`src/design/urff_pkg.sv`:
```
// Shared types, constants and the digit-to-ASCII map for the unsigned field formatter.
package urff_pkg;

    localparam int unsigned VALUE_W   = 32;
    localparam int unsigned DIG_DEPTH = 16;
    localparam int unsigned DIG_IDX_W = 4;
    localparam int unsigned CHAR_W    = 8;

    // floor(v / 10) == (v * RECIP10) >> RECIP10_SHIFT for every 32-bit v
    localparam logic [VALUE_W-1:0] RECIP10       = 32'hCCCC_CCCD;
    localparam int unsigned        RECIP10_SHIFT = 35;
    localparam int unsigned        QUOT_W        = 2 * VALUE_W - RECIP10_SHIFT;

    localparam logic [1:0] RADIX_DEC   = 2'd0;
    localparam logic [1:0] RADIX_HEX_L = 2'd1;
    localparam logic [1:0] RADIX_HEX_U = 2'd2;

    localparam logic [CHAR_W-1:0] CHAR_ZERO  = 8'h30;
    localparam logic [CHAR_W-1:0] CHAR_SPACE = 8'h20;
    localparam logic [CHAR_W-1:0] CHAR_LOW_A = 8'h61;
    localparam logic [CHAR_W-1:0] CHAR_UP_A  = 8'h41;
    localparam logic [CHAR_W-1:0] TEN        = 8'd10;

    typedef enum logic [4:0] {
        S_IDLE = 5'b00001,
        S_MUL  = 5'b00010,
        S_DIV  = 5'b00100,
        S_PLAN = 5'b01000,
        S_EMIT = 5'b10000
    } state_t;

    function automatic logic [CHAR_W-1:0] digit_char(input logic [3:0] d, input logic upper);
        logic [CHAR_W-1:0] d8;
        d8 = {4'b0000, d};
        if (d8 < TEN)
            digit_char = CHAR_ZERO + d8;
        else if (upper)
            digit_char = CHAR_UP_A + d8 - TEN;
        else
            digit_char = CHAR_LOW_A + d8 - TEN;
    endfunction

endpackage

```
`src/design/unsigned_radix_field_formatter_top.sv`:
```
// Top level of the unsigned printf-style field formatter.
//
//   channel | handshake            | payload
//   --------+----------------------+--------------------------------------------------
//   in      | in_valid / in_ready  | value, radix_mode, field_width, precision,
//           |                      | left_justify, zero_flag
//   out     | out_valid / out_ready| char_out, last (one character per item)
//
// Decimal digits come from a multiply-by-reciprocal step (multiply, then remainder);
// hex digits come from shifting the value right by four.
// A planning state sizes the padding, then one character leaves per cycle
// while out_ready is high: at most MAX_FIELD characters.
// in_ready is high only in idle; a field with no characters returns to idle silently.
// rst_n clears the sequencer and the output valid; the digit buffer needs no reset.
module unsigned_radix_field_formatter_top
    import urff_pkg::*;
#(
    parameter int unsigned MAX_FIELD = 64
)(
    input  logic                clk,
    input  logic                rst_n,
    input  logic                in_valid,
    output logic                in_ready,
    input  logic [31:0]         value,
    input  logic [1:0]          radix_mode,
    input  logic [6:0]          field_width,
    input  logic signed [7:0]   precision,
    input  logic                left_justify,
    input  logic                zero_flag,
    output logic                out_valid,
    input  logic                out_ready,
    output logic [CHAR_W-1:0]   char_out,
    output logic                last
);

    localparam int unsigned CW = $clog2(MAX_FIELD + 1);
    localparam logic [6:0]  MAXF7 = 7'(MAX_FIELD);

    state_t                 state_reg, state_next;
    logic [VALUE_W-1:0]     work_reg, work_next;
    logic [QUOT_W-1:0]      quot_reg, quot_next;
    logic [3:0]             dig_reg [DIG_DEPTH];
    logic [DIG_IDX_W-1:0]   nd_reg, nd_next;
    logic                   hex_reg, hex_next;
    logic                   upper_reg, upper_next;
    logic                   lj_reg, lj_next;
    logic                   pad_zero_reg, pad_zero_next;
    logic                   has_prec_reg, has_prec_next;
    logic                   zero_case_reg, zero_case_next;
    logic [CW-1:0]          width_reg, width_next;
    logic [CW-1:0]          prec_reg, prec_next;
    logic [CW-1:0]          lead_reg, lead_next;
    logic [CW-1:0]          zfill_reg, zfill_next;
    logic [CW-1:0]          trail_reg, trail_next;
    logic [CW-1:0]          left_reg, left_next;
    logic [DIG_IDX_W-1:0]   didx_reg, didx_next;
    logic                   out_valid_reg, out_valid_next;
    logic [CHAR_W-1:0]      char_reg, char_next;
    logic                   last_reg, last_next;

    logic                   accept;
    logic                   load;
    logic                   dig_we;
    logic [3:0]             dig_wdata;
    logic [2*VALUE_W-1:0]   product;
    logic [VALUE_W-1:0]     quot;
    logic [VALUE_W-1:0]     quot_x10;
    logic [VALUE_W-1:0]     rem_full;
    logic [CW-1:0]          nd_eff;
    logic [CW-1:0]          body;
    logic [CW-1:0]          pad;
    logic [CW-1:0]          total;
    logic [DIG_IDX_W-1:0]   didx_m1;

    assign in_ready  = (state_reg == S_IDLE);
    assign accept    = in_valid && in_ready;
    assign load      = (state_reg == S_EMIT) && (!out_valid_reg || out_ready);
    assign out_valid = out_valid_reg;
    assign char_out  = char_reg;
    assign last      = last_reg;

    // shared divide step: reciprocal multiply feeds quot_reg, remainder by shift-add
    assign product  = work_reg * RECIP10;
    assign quot     = hex_reg ? (work_reg >> 4) : VALUE_W'(quot_reg);
    assign quot_x10 = (quot << 3) + (quot << 1);
    assign rem_full = work_reg - quot_x10;
    assign dig_wdata = hex_reg ? work_reg[3:0] : rem_full[3:0];
    assign dig_we    = (state_reg == S_DIV);

    assign nd_eff  = zero_case_reg ? '0 : CW'(nd_reg);
    assign body    = (has_prec_reg && prec_reg > nd_eff) ? prec_reg : nd_eff;
    assign pad     = (width_reg > body) ? width_reg - body : '0;
    assign total   = body + pad;
    assign didx_m1 = didx_reg - 1'b1;

    always_comb
    begin
        state_next     = state_reg;
        work_next      = work_reg;
        quot_next      = quot_reg;
        nd_next        = nd_reg;
        hex_next       = hex_reg;
        upper_next     = upper_reg;
        lj_next        = lj_reg;
        pad_zero_next  = pad_zero_reg;
        has_prec_next  = has_prec_reg;
        zero_case_next = zero_case_reg;
        width_next     = width_reg;
        prec_next      = prec_reg;
        lead_next      = lead_reg;
        zfill_next     = zfill_reg;
        trail_next     = trail_reg;
        left_next      = left_reg;
        didx_next      = didx_reg;
        out_valid_next = out_valid_reg;
        char_next      = char_reg;
        last_next      = last_reg;

        if (out_valid_reg && out_ready)
            out_valid_next = 1'b0;

        case (state_reg)
            S_IDLE:
            begin
                if (accept)
                begin
                    work_next      = value;
                    nd_next        = '0;
                    hex_next       = (radix_mode == RADIX_HEX_L) || (radix_mode == RADIX_HEX_U);
                    upper_next     = (radix_mode == RADIX_HEX_U);
                    lj_next        = left_justify;
                    has_prec_next  = !precision[7];
                    pad_zero_next  = !left_justify && zero_flag && precision[7];
                    zero_case_next = (value == '0) && (precision == 8'sd0);
                    width_next     = (field_width > MAXF7) ? CW'(MAX_FIELD) : CW'(field_width);
                    if (precision[7])
                        prec_next = '0;
                    else if (precision[6:0] > MAXF7)
                        prec_next = CW'(MAX_FIELD);
                    else
                        prec_next = CW'(precision[6:0]);
                    state_next = ((radix_mode == RADIX_HEX_L) || (radix_mode == RADIX_HEX_U))
                                 ? S_DIV : S_MUL;
                end
            end
            S_MUL:
            begin
                quot_next  = product[2*VALUE_W-1:RECIP10_SHIFT];
                state_next = S_DIV;
            end
            S_DIV:
            begin
                nd_next   = nd_reg + 1'b1;
                work_next = quot;
                if (quot == '0)
                    state_next = S_PLAN;
                else
                    state_next = hex_reg ? S_DIV : S_MUL;
            end
            S_PLAN:
            begin
                lead_next  = lj_reg ? '0 : pad;
                trail_next = lj_reg ? pad : '0;
                zfill_next = body - nd_eff;
                didx_next  = DIG_IDX_W'(nd_eff);
                left_next  = total;
                state_next = (total == '0) ? S_IDLE : S_EMIT;
            end
            S_EMIT:
            begin
                if (load)
                begin
                    out_valid_next = 1'b1;
                    last_next      = (left_reg == CW'(1));
                    left_next      = left_reg - 1'b1;
                    if (lead_reg != '0)
                    begin
                        char_next = pad_zero_reg ? CHAR_ZERO : CHAR_SPACE;
                        lead_next = lead_reg - 1'b1;
                    end
                    else if (zfill_reg != '0)
                    begin
                        char_next  = CHAR_ZERO;
                        zfill_next = zfill_reg - 1'b1;
                    end
                    else if (didx_reg != '0)
                    begin
                        char_next = digit_char(dig_reg[didx_m1], upper_reg);
                        didx_next = didx_m1;
                    end
                    else
                    begin
                        char_next  = CHAR_SPACE;
                        trail_next = trail_reg - 1'b1;
                    end
                    if (left_reg == CW'(1))
                        state_next = S_IDLE;
                end
            end
            default:
            begin
                state_next = S_IDLE;
            end
        endcase
    end

    // digit buffer, least significant digit first
    always_ff @(posedge clk)
    begin
        if (dig_we)
            dig_reg[nd_reg] <= dig_wdata;
    end

    always_ff @(posedge clk or negedge rst_n)
    begin
        if (!rst_n)
        begin
            state_reg     <= S_IDLE;
            out_valid_reg <= 1'b0;
        end
        else
        begin
            state_reg     <= state_next;
            out_valid_reg <= out_valid_next;
        end
    end

    always_ff @(posedge clk)
    begin
        work_reg      <= work_next;
        quot_reg      <= quot_next;
        nd_reg        <= nd_next;
        hex_reg       <= hex_next;
        upper_reg     <= upper_next;
        lj_reg        <= lj_next;
        pad_zero_reg  <= pad_zero_next;
        has_prec_reg  <= has_prec_next;
        zero_case_reg <= zero_case_next;
        width_reg     <= width_next;
        prec_reg      <= prec_next;
        lead_reg      <= lead_next;
        zfill_reg     <= zfill_next;
        trail_reg     <= trail_next;
        left_reg      <= left_next;
        didx_reg      <= didx_next;
        char_reg      <= char_next;
        last_reg      <= last_next;
    end

endmodule
```
`config.mk`:
```
export PLATFORM = sky130hd
export DESIGN_NAME = unsigned_radix_field_formatter_top
export DESIGN_NICKNAME = d
export VERILOG_FILES = /design/src/design/urff_pkg.sv /design/src/design/unsigned_radix_field_formatter_top.sv
export SDC_FILE = /design/constraint.sdc
export NUM_CORES = 1
export LEC_CHECK = 0
export BUFFER_PORTS_ARGS = -buffer_cell sky130_fd_sc_hd__buf_2
export CAP_MARGIN = 20
export CORE_MARGIN = 5
export CORE_UTILIZATION = 60
export DETAILED_ROUTE_END_ITERATION = 6
export PLACE_DENSITY = 0.86
export SETUP_SLACK_MARGIN = 0.02
export SYNTH_ARGS = -nofsm -noshare
export SYNTH_HDL_FRONTEND = slang
export SYNTH_SLANG_ARGS = --single-unit
```
`constraint.sdc`:
```
create_clock -name clk -period 12.1 [get_ports clk]
set_clock_uncertainty 0.15 [all_clocks]
set_input_delay 0.605 -clock clk [delete_from_list [all_inputs] [get_ports clk]]
set_output_delay 0.605 -clock clk [all_outputs]
set_load 0.02 [all_outputs]
```
==> impl_summary.log, run 1 <==
INFO  metric synth_async_sr_flop_share = 3.191%
INFO  metric synthMuxAreaShare = 2.914%
INFO  metric synth_enable_flop_cells = 182
INFO  metric areaGrowthSynthToFinish = 6.106%
INFO  metric clock_tree_from_tritoncts = yes
INFO  metric fp.dieArea = 47920 sq um
INFO  metric simple_logic_cell_fraction_of_the_synthesized_area = 7.119%
INFO  metric critical_path.startpoint_type = flop
INFO  metric rr_startpoint = work_reg[10]
INFO  metric critical_path.reg2reg.endpoint = quot_reg[13]
INFO  metric netlist_instances = 2413
INFO  metric synth_area_in_xor_xnor = 3.813%
INFO  metric grt_pass1_vias = 19.89k
INFO  metric period_needed = 8587 ps
INFO  metric synth.lib_cells_used.distinct = 82
INFO  metric final_antenna_net_count = 0
INFO  metric cts-root-buf = sky130_fd_sc_hd__clkbuf_16
INFO  metric timing.critical_path.to_type = flop
INFO  metric dp.final_hpwl = 63.36 mm
INFO  metric synth_warnings = 0
INFO  metric core_area = 43170 sq um
INFO  metric maxSlewViolCount = 0
INFO  metric worst-setup-path-type = reg2reg
INFO  metric floorplan_die_width = 218.9 microns
INFO  metric largest_register_ffs = 64
INFO  metric setup_violations_final = 0
INFO  metric tritoncts.num_buffers = 17
INFO  metric ys_ff_latch = 188
INFO  metric antenna-diode-count = 0
INFO  metric rsz0062_at_grt = no
INFO  metric min-delay-path-class = in2reg
INFO  metric worst-slew-pin-transition = 1148 ps
INFO  metric antenna_found_initial = 1
INFO  metric synth_fp_nets = 3243
INFO  metric global_route.usage.total = 32.18%
INFO  metric ys_seq_area_share = 21.45%
INFO  metric drt_iter0_drc = 1706
INFO  metric setup_tns = 0 ps
INFO  metric io-pin-count = 66
INFO  metric largest_family_of_logic_cells_by_synthesized_area = adder cells
INFO  metric r2r_setup_slack = 3510 ps
INFO  metric worstPathRequired = 12130 ps
INFO  metric finalHoldViolations = 0
INFO  metric start_util = 60.66%
INFO  metric postCtsSetupBuffers = 0
INFO  metric routed-via-count = 18.21k
INFO  metric grt_overflow = 0
INFO  metric crit_fanout = 8
INFO  metric drive_gt1_share = 6.205%
INFO  metric outcome = finished, final reports clean
INFO  metric worst_r2r_path_depth = 22
INFO  metric yosys.area_share.adder = 48.21%
INFO  metric clock_latency = 450 ps
INFO  metric routabilityCongestion = 1.031
INFO  metric fmax = 0.1165 GHz
INFO  metric global_route_wire_length_before_repair = 115.7 mm
INFO  metric numPlacedInstances = 3032
INFO  metric dpl-instance-area = 27130 sq um
INFO  metric min_path_cells = 1
INFO  metric filler_cell_count = 3324
INFO  metric layout.cell_area.non_filler = 27790 sq um
INFO  metric cts.sink_count = 188
INFO  metric pin_count_of_the_biggest_net_entering_global_routing = 68
INFO  metric yosys.cell_count.top_type = sky130_fd_sc_hd__inv_1
INFO  metric min_delay_worst_endpoint = lj_reg
INFO  metric fin_cells = 3067
INFO  metric timing.max_cap.violations = 0
INFO  metric post_synthesis_compound_gate_area_fraction = 7.324%
INFO  metric synth_commonest_cells = sky130_fd_sc_hd__inv_1 (582), sky130_fd_sc_hd__fa_1 (390), sky130_fd_sc_hd__ha_1 (385)
INFO  metric detailed_route_vias_per_instance = 5.939
INFO  metric post_synth_instance_area = 26190 sq um
INFO  metric design.final.nets = 3299
INFO  metric worst_min_path_start = left_justify
INFO  metric cp_data_arrival_time = 8620 ps
INFO  metric max_slew_headroom = 22.37%
INFO  metric syn-mean-instance-area = 10.85 sq um
INFO  metric post_drt_wl_per_cell = 24.25 microns
INFO  metric drt_pre_antenna_iters = 7
INFO  metric std_cell_rows = 76
INFO  metric die_height = 218.9 microns
INFO  metric dominantRegCellSynth = sky130_fd_sc_hd__edfxtp_1
INFO  metric drc = 0
INFO  metric synth.area.top_cells = sky130_fd_sc_hd__fa_1 (30%), sky130_fd_sc_hd__edfxtp_1 (21%), sky130_fd_sc_hd__ha_1 (18%), sky130_fd_sc_hd__inv_1 (8.3%), sky130_fd_sc_hd__xor2_1 (2.0%)
INFO  metric finalCritPeriodShare = 70.97%
INFO  metric yosysTopAreaCell = sky130_fd_sc_hd__fa_1
INFO  metric synth_top_area_share = 29.81%
INFO  metric port_buffers = 64
INFO  metric clock_tree.htree_level_count = 4
INFO  metric wirelength_routed = 74.39 mm
INFO  metric clock_path_buffers = 2
INFO  metric worst_setup_hold_path_clk_slew = 70 ps
[placed cells by master, fill, tap and decap left out, types with 61 or more instances in the layout]
cell,count
sky130_fd_sc_hd__a21o_1,61
sky130_fd_sc_hd__a21oi_1,76
sky130_fd_sc_hd__buf_2,64
sky130_fd_sc_hd__edfxtp_1,182
sky130_fd_sc_hd__fa_1,390
sky130_fd_sc_hd__ha_1,385
sky130_fd_sc_hd__inv_1,582
sky130_fd_sc_hd__nand2_1,115
sky130_fd_sc_hd__o21ai_0,63
sky130_fd_sc_hd__xor2_1,61
[cells by family (layout without fill, tap and decap cells)]
group                      count (synthesis)  count (layout)
adders and majority gates                775             775
buffers and inverters                    625             694
and+or+nand+nor                          360             360
AOI/OAI and AO/OA                        299             299
DFF                                      188             188
xor gates and xnor gates                 114             114
muxes                                     51              51
other                                      1               1
[worst max-delay path, cell delays in order, from the launching register on]
cell and delay [ps]:
sky130_fd_sc_hd__edfxtp_1 620, sky130_fd_sc_hd__ha_1 590, sky130_fd_sc_hd__xor2_1 240, sky130_fd_sc_hd__ha_1 220, sky130_fd_sc_hd__a21o_1 190, sky130_fd_sc_hd__fa_1 590, sky130_fd_sc_hd__inv_1 80, sky130_fd_sc_hd__fa_1 530
sky130_fd_sc_hd__inv_1 60, sky130_fd_sc_hd__fa_1 560, sky130_fd_sc_hd__fa_1 430, sky130_fd_sc_hd__fa_1 410, sky130_fd_sc_hd__fa_1 480, sky130_fd_sc_hd__ha_1 340, sky130_fd_sc_hd__a21oi_1 190, sky130_fd_sc_hd__o21ai_1 140
sky130_fd_sc_hd__nor4_1 470, sky130_fd_sc_hd__o211ai_2 240, sky130_fd_sc_hd__a221oi_1 700, sky130_fd_sc_hd__a21oi_4 210, sky130_fd_sc_hd__a31oi_1 510, sky130_fd_sc_hd__o21ai_1 180, sky130_fd_sc_hd__xor2_1 190
[how the worst max path moves through the flow]
stage | start | end
CTS | work_reg[10] | quot_reg[13]
detailed placement | work_reg[10] | quot_reg[13]
floorplan | work_reg[19] | quot_reg[28]
global route | work_reg[10] | quot_reg[13]
global placement | work_reg[11] | quot_reg[13]
finish | work_reg[10] | quot_reg[13]
[area by class of cell]
type | count | area (sq um) | share of cell area, %
multi-input cells | 1600 | 18180 | 65.44
flip-flops and latches | 188 | 5617 | 20.21
inverters | 583 | 2188 | 7.876
well taps | 585 | 732.0 | 2.634
clock buffers | 20 | 446.7 | 1.608
repair buffers | 79 | 435.4 | 1.567
clock inverters | 12 | 185.2 | 0.6664
[what timing repair did]
item                      CTS  global route
hold endpoints to repair    5             0
resized for setup           0             0
hold buffers                1             0
[layer usage]
layer | global-route usage (%) | share of wire (%) | up-vias
met5 | 0 | 0.017 | -
met4 | 16.04 | 6.3 | 2
li1 | - | - | 7993
met3 | 4.773 | 6.6 | 238
met2 | 54.75 | 49 | 835
met1 | 40.41 | 38 | 9146
[per-stage QoR]
step / setup WS [ps] / util [%] / hold slack, ps
2_1_floorplan: 5046 / - / 159.4
3_3_place_gp: 3653 / 62.84 / 295.7
3_5_place_dp: 3710 / 62.84 / 297.6
4_1_cts: 3659 / 64.33 / 194.3
5_1_grt: 3307 / 64.36 / 194.2
6_report: 3513 / 64.36 / 209.1
Power of run 1 is left out: the tool's default activity adds up to more than one toggle a clock period on the data nets, which glitch-free logic cannot reach.
==> run 2: changes to the inputs <==
--- a/config.mk
+++ b/config.mk
@@ -8,9 +8,9 @@
 export BUFFER_PORTS_ARGS = -buffer_cell sky130_fd_sc_hd__buf_2
 export CAP_MARGIN = 20
 export CORE_MARGIN = 5
-export CORE_UTILIZATION = 60
+export CORE_UTILIZATION = 59
 export DETAILED_ROUTE_END_ITERATION = 6
-export PLACE_DENSITY = 0.86
+export PLACE_DENSITY = 0.88
 export SETUP_SLACK_MARGIN = 0.02
 export SYNTH_ARGS = -nofsm -noshare
 export SYNTH_HDL_FRONTEND = slang
==> constraint.sdc (replaced) <==
create_clock -name clk -period 7.8 [get_ports clk]
set_clock_uncertainty 0.15 [all_clocks]
set_input_delay 0.39 -clock clk [delete_from_list [all_inputs] [get_ports clk]]
set_output_delay 0.39 -clock clk [all_outputs]
set_load 0.02 [all_outputs]
==> run 2 against run 1 <==
- maximum frequency grew 14%
- hold slack lost 140 ps
- non-clock buffer count grew 111
- setup slack lost 3200 ps
- register-to-register slack lost 3200 ps
- critical endpoint is now quot_reg[22]
- largest cell class unchanged
==> impl_summary.log, run 2 (synthesis gave the netlist of run 1 again) <==
INFO  metric outcome = finished, final reports clean
INFO  metric critPathLaunch = work_reg[2]
INFO  metric start_util = 59.48% (-1.2 points)
INFO  metric finalHoldViolations = 0 (unchanged)
INFO  metric rr_startpoint = work_reg[2]
INFO  metric cp_data_arrival_time = 7680 ps (-940 ps)
INFO  metric critical_path.startpoint_type = flop
INFO  metric period_needed = 7537 ps (-1050 ps)
INFO  metric areaGrowthSynthToFinish = 9.384%
INFO  metric detailed_route_vias_per_instance = 5.972 (+0.56%)
INFO  metric fmax = 0.1327 GHz (+14%)
INFO  metric clock_tree_from_tritoncts = yes
INFO  metric maxSlewViolCount = 0 (unchanged)
INFO  metric floorplan_die_width = 220.7 microns (+0.81%)
INFO  metric worstPathRequired = 7950 ps (-4180 ps)
INFO  metric path_buf_inv = 5 (+3)
INFO  metric clock_path_buffers = 2 (unchanged)
INFO  metric wirelength_routed = 77.22 mm (+3.8%)
INFO  metric global_route.usage.total = 33.03% (+0.84 points)
INFO  metric timing.max_cap.violations = 0 (unchanged)
INFO  metric routed-via-count = 19.01k (+4.4%)
INFO  metric grt_overflow = 0 (unchanged)
INFO  metric seq_area = 5617 sq um (unchanged)
INFO  metric worst_r2r_path_depth = 24 (+9.1%)
INFO  metric crit_path_cell_chain = buf_4 > ha_1 > xor2_1 > xor2_1 > fa_1 > fa_1 > fa_1 > fa_1 > fa_1 > inv_1 > fa_1 > inv_1 > ha_2 > and3_1 > nand4_1 > or4_4 > a31oi_4 > o31ai_2 > buf_4 > nand2_2 > a211oi_2 > buf_4 > mux2_1 > o2111ai_1
INFO  metric die_height = 220.7 microns (+0.81%)
INFO  metric drc = 0 (unchanged)
INFO  metric setup_tns = 0 ps (unchanged)
INFO  metric io-pin-count = 66 (unchanged)
INFO  metric fin_cells = 3184 (+3.8%)
INFO  metric layout_common_cells = sky130_fd_sc_hd__inv_1 (582), sky130_fd_sc_hd__fa_1 (390), sky130_fd_sc_hd__ha_1 (378)
INFO  metric worst_setup_ep = quot_reg[22]
INFO  metric routabilityCongestion = 1.057 (+2.6%)
INFO  metric finalCritPeriodShare = 96.63% (+26 points)
INFO  metric drive_gt1_share = 10.46% (+4.3 points)
INFO  metric worst-setup-path-type = reg2reg
INFO  metric critPathSlowestCell = sky130_fd_sc_hd__fa_1
INFO  metric post_drt_wl_per_cell = 24.25 microns (about the same)
INFO  metric numPlacedInstances = 3142 (+3.6%)
INFO  metric std_cell_rows = 77 (+1.3%)
INFO  metric clock_tree.htree_level_count = 4 (unchanged)
INFO  metric drt_pre_antenna_iters = 6 (-1)
INFO  metric filler_cell_count = 3278 (-1.4%)
INFO  metric max_stage_delay = 650 ps (-50 ps)
INFO  metric drt_iter0_drc = 2269 (+33%)
INFO  metric crit_fanout = 5 (-3)
INFO  metric critical-path-top-delay-family = adder cells
INFO  metric pin_count_of_the_biggest_net_entering_global_routing = 68 (unchanged)
INFO  metric final_antenna_net_count = 0 (unchanged)
INFO  metric dp.final_hpwl = 66.25 mm (+4.6%)
INFO  metric path_depth = 24 (+9.1%)
INFO  metric clock_latency = 450 ps (about the same)
INFO  metric largest_register_ffs = 64 (unchanged)
INFO  metric final_common_cell = sky130_fd_sc_hd__inv_1
INFO  metric antenna_found_initial = 0 (-1)
INFO  metric worst_setup_hold_path_clk_slew = 70 ps (about the same)
INFO  metric core_area = 44030 sq um (+2.0%)
INFO  metric max_slew_headroom = 10.37% (-12 points)
INFO  metric design.final.nets = 3410 (+3.4%)
INFO  metric rsz0062_at_grt = yes
INFO  metric r2r_setup_slack = 260 ps (-3250 ps)
INFO  metric tritoncts.num_buffers = 17 (unchanged)
INFO  metric grt_pass1_vias = 20.78k (+4.5%)
INFO  metric cp_common_cell = sky130_fd_sc_hd__fa_1
INFO  metric cts.sink_count = 188 (unchanged)
INFO  metric multi_input_logic_area = 18230 sq um (+0.25%)
INFO  metric setup_violations_final = 0 (unchanged)
INFO  metric worst-slew-pin-transition = 1332 ps (+183.9 ps)
INFO  metric timing.critical_path.to_type = flop
INFO  metric port_buffers = 64 (unchanged)
INFO  metric global_route_wire_length_before_repair = 120.0 mm (+3.7%)
INFO  metric critical_path.reg2reg.endpoint = quot_reg[22]
INFO  metric cts-root-buf = sky130_fd_sc_hd__clkbuf_16
INFO  metric fp.dieArea = 48700 sq um (+1.6%)
INFO  metric min-delay-path-class = in2reg
run 2: routing by layer:
metal	vias to the layer above	share of wire [%]	global-route usage [%]
li1	8210	-	-
met3	281	8.3	5.008
met1	9361	37	41.18
met5	-	0	0
met4	0	7.0	17.59
met2	1162	48	55.91
run 2: final cells by class:
type,instances,share of cell area (%)
well taps,592,2.586
repair buffers,190,4.464
inverters,583,7.640
flip-flops and latches,188,19.61
clock inverters,11,0.5460
clock buffers,19,1.511
diodes,1,0.008736
multi-input cells,1600,63.64
run 2: metrics by stage:
step / instance area, sq um / setup slack, ps / util (%) / hold slack [ps]
finish: 28650 / 263.1 / 65.06 / 70.39
detailed placement: 27910 / 154.8 / 63.39 / 82.13
global route: 28640 / 8.929 / 65.05 / 77.85
floorplan: 26190 / 745.8 / - / -55.59
CTS: 28520 / 157.7 / 64.78 / 64.75
global placement: 27910 / 357.3 / 63.39 / 77.99
run 2: worst register-to-register path, delay by kind of cell, from the launching register on:
kind            cells  cell delay, ps
mux                 1             300
buf+inv             5             660
compound gates      4             450
xor+xnor            2             670
flops               1             480
simple gates        4            1000
fa+ha+maj           8            3680
run 2: worst min-delay path by stage:
stage,from,endpoint,depth (start not counted)
after floorplan,rst_n,out_valid,0
after global placement,rst_n,out_valid,1
after detailed placement,rst_n,out_valid,1
after CTS,precision[7],has_prec_reg,2
after global routing,field_width[3],width_reg[3],2
final,field_width[6],width_reg[6],1
run 2: repair_timing:
action | in CTS | in global routing
endpoints found under the hold margin | 7 | 0
endpoints found under the setup margin | 0 | 11
gates resized for setup | 0 | 9
hold buffers | 2 | 0
buffers inserted | 0 | 8
Power of run 2 is left out for the same reason.
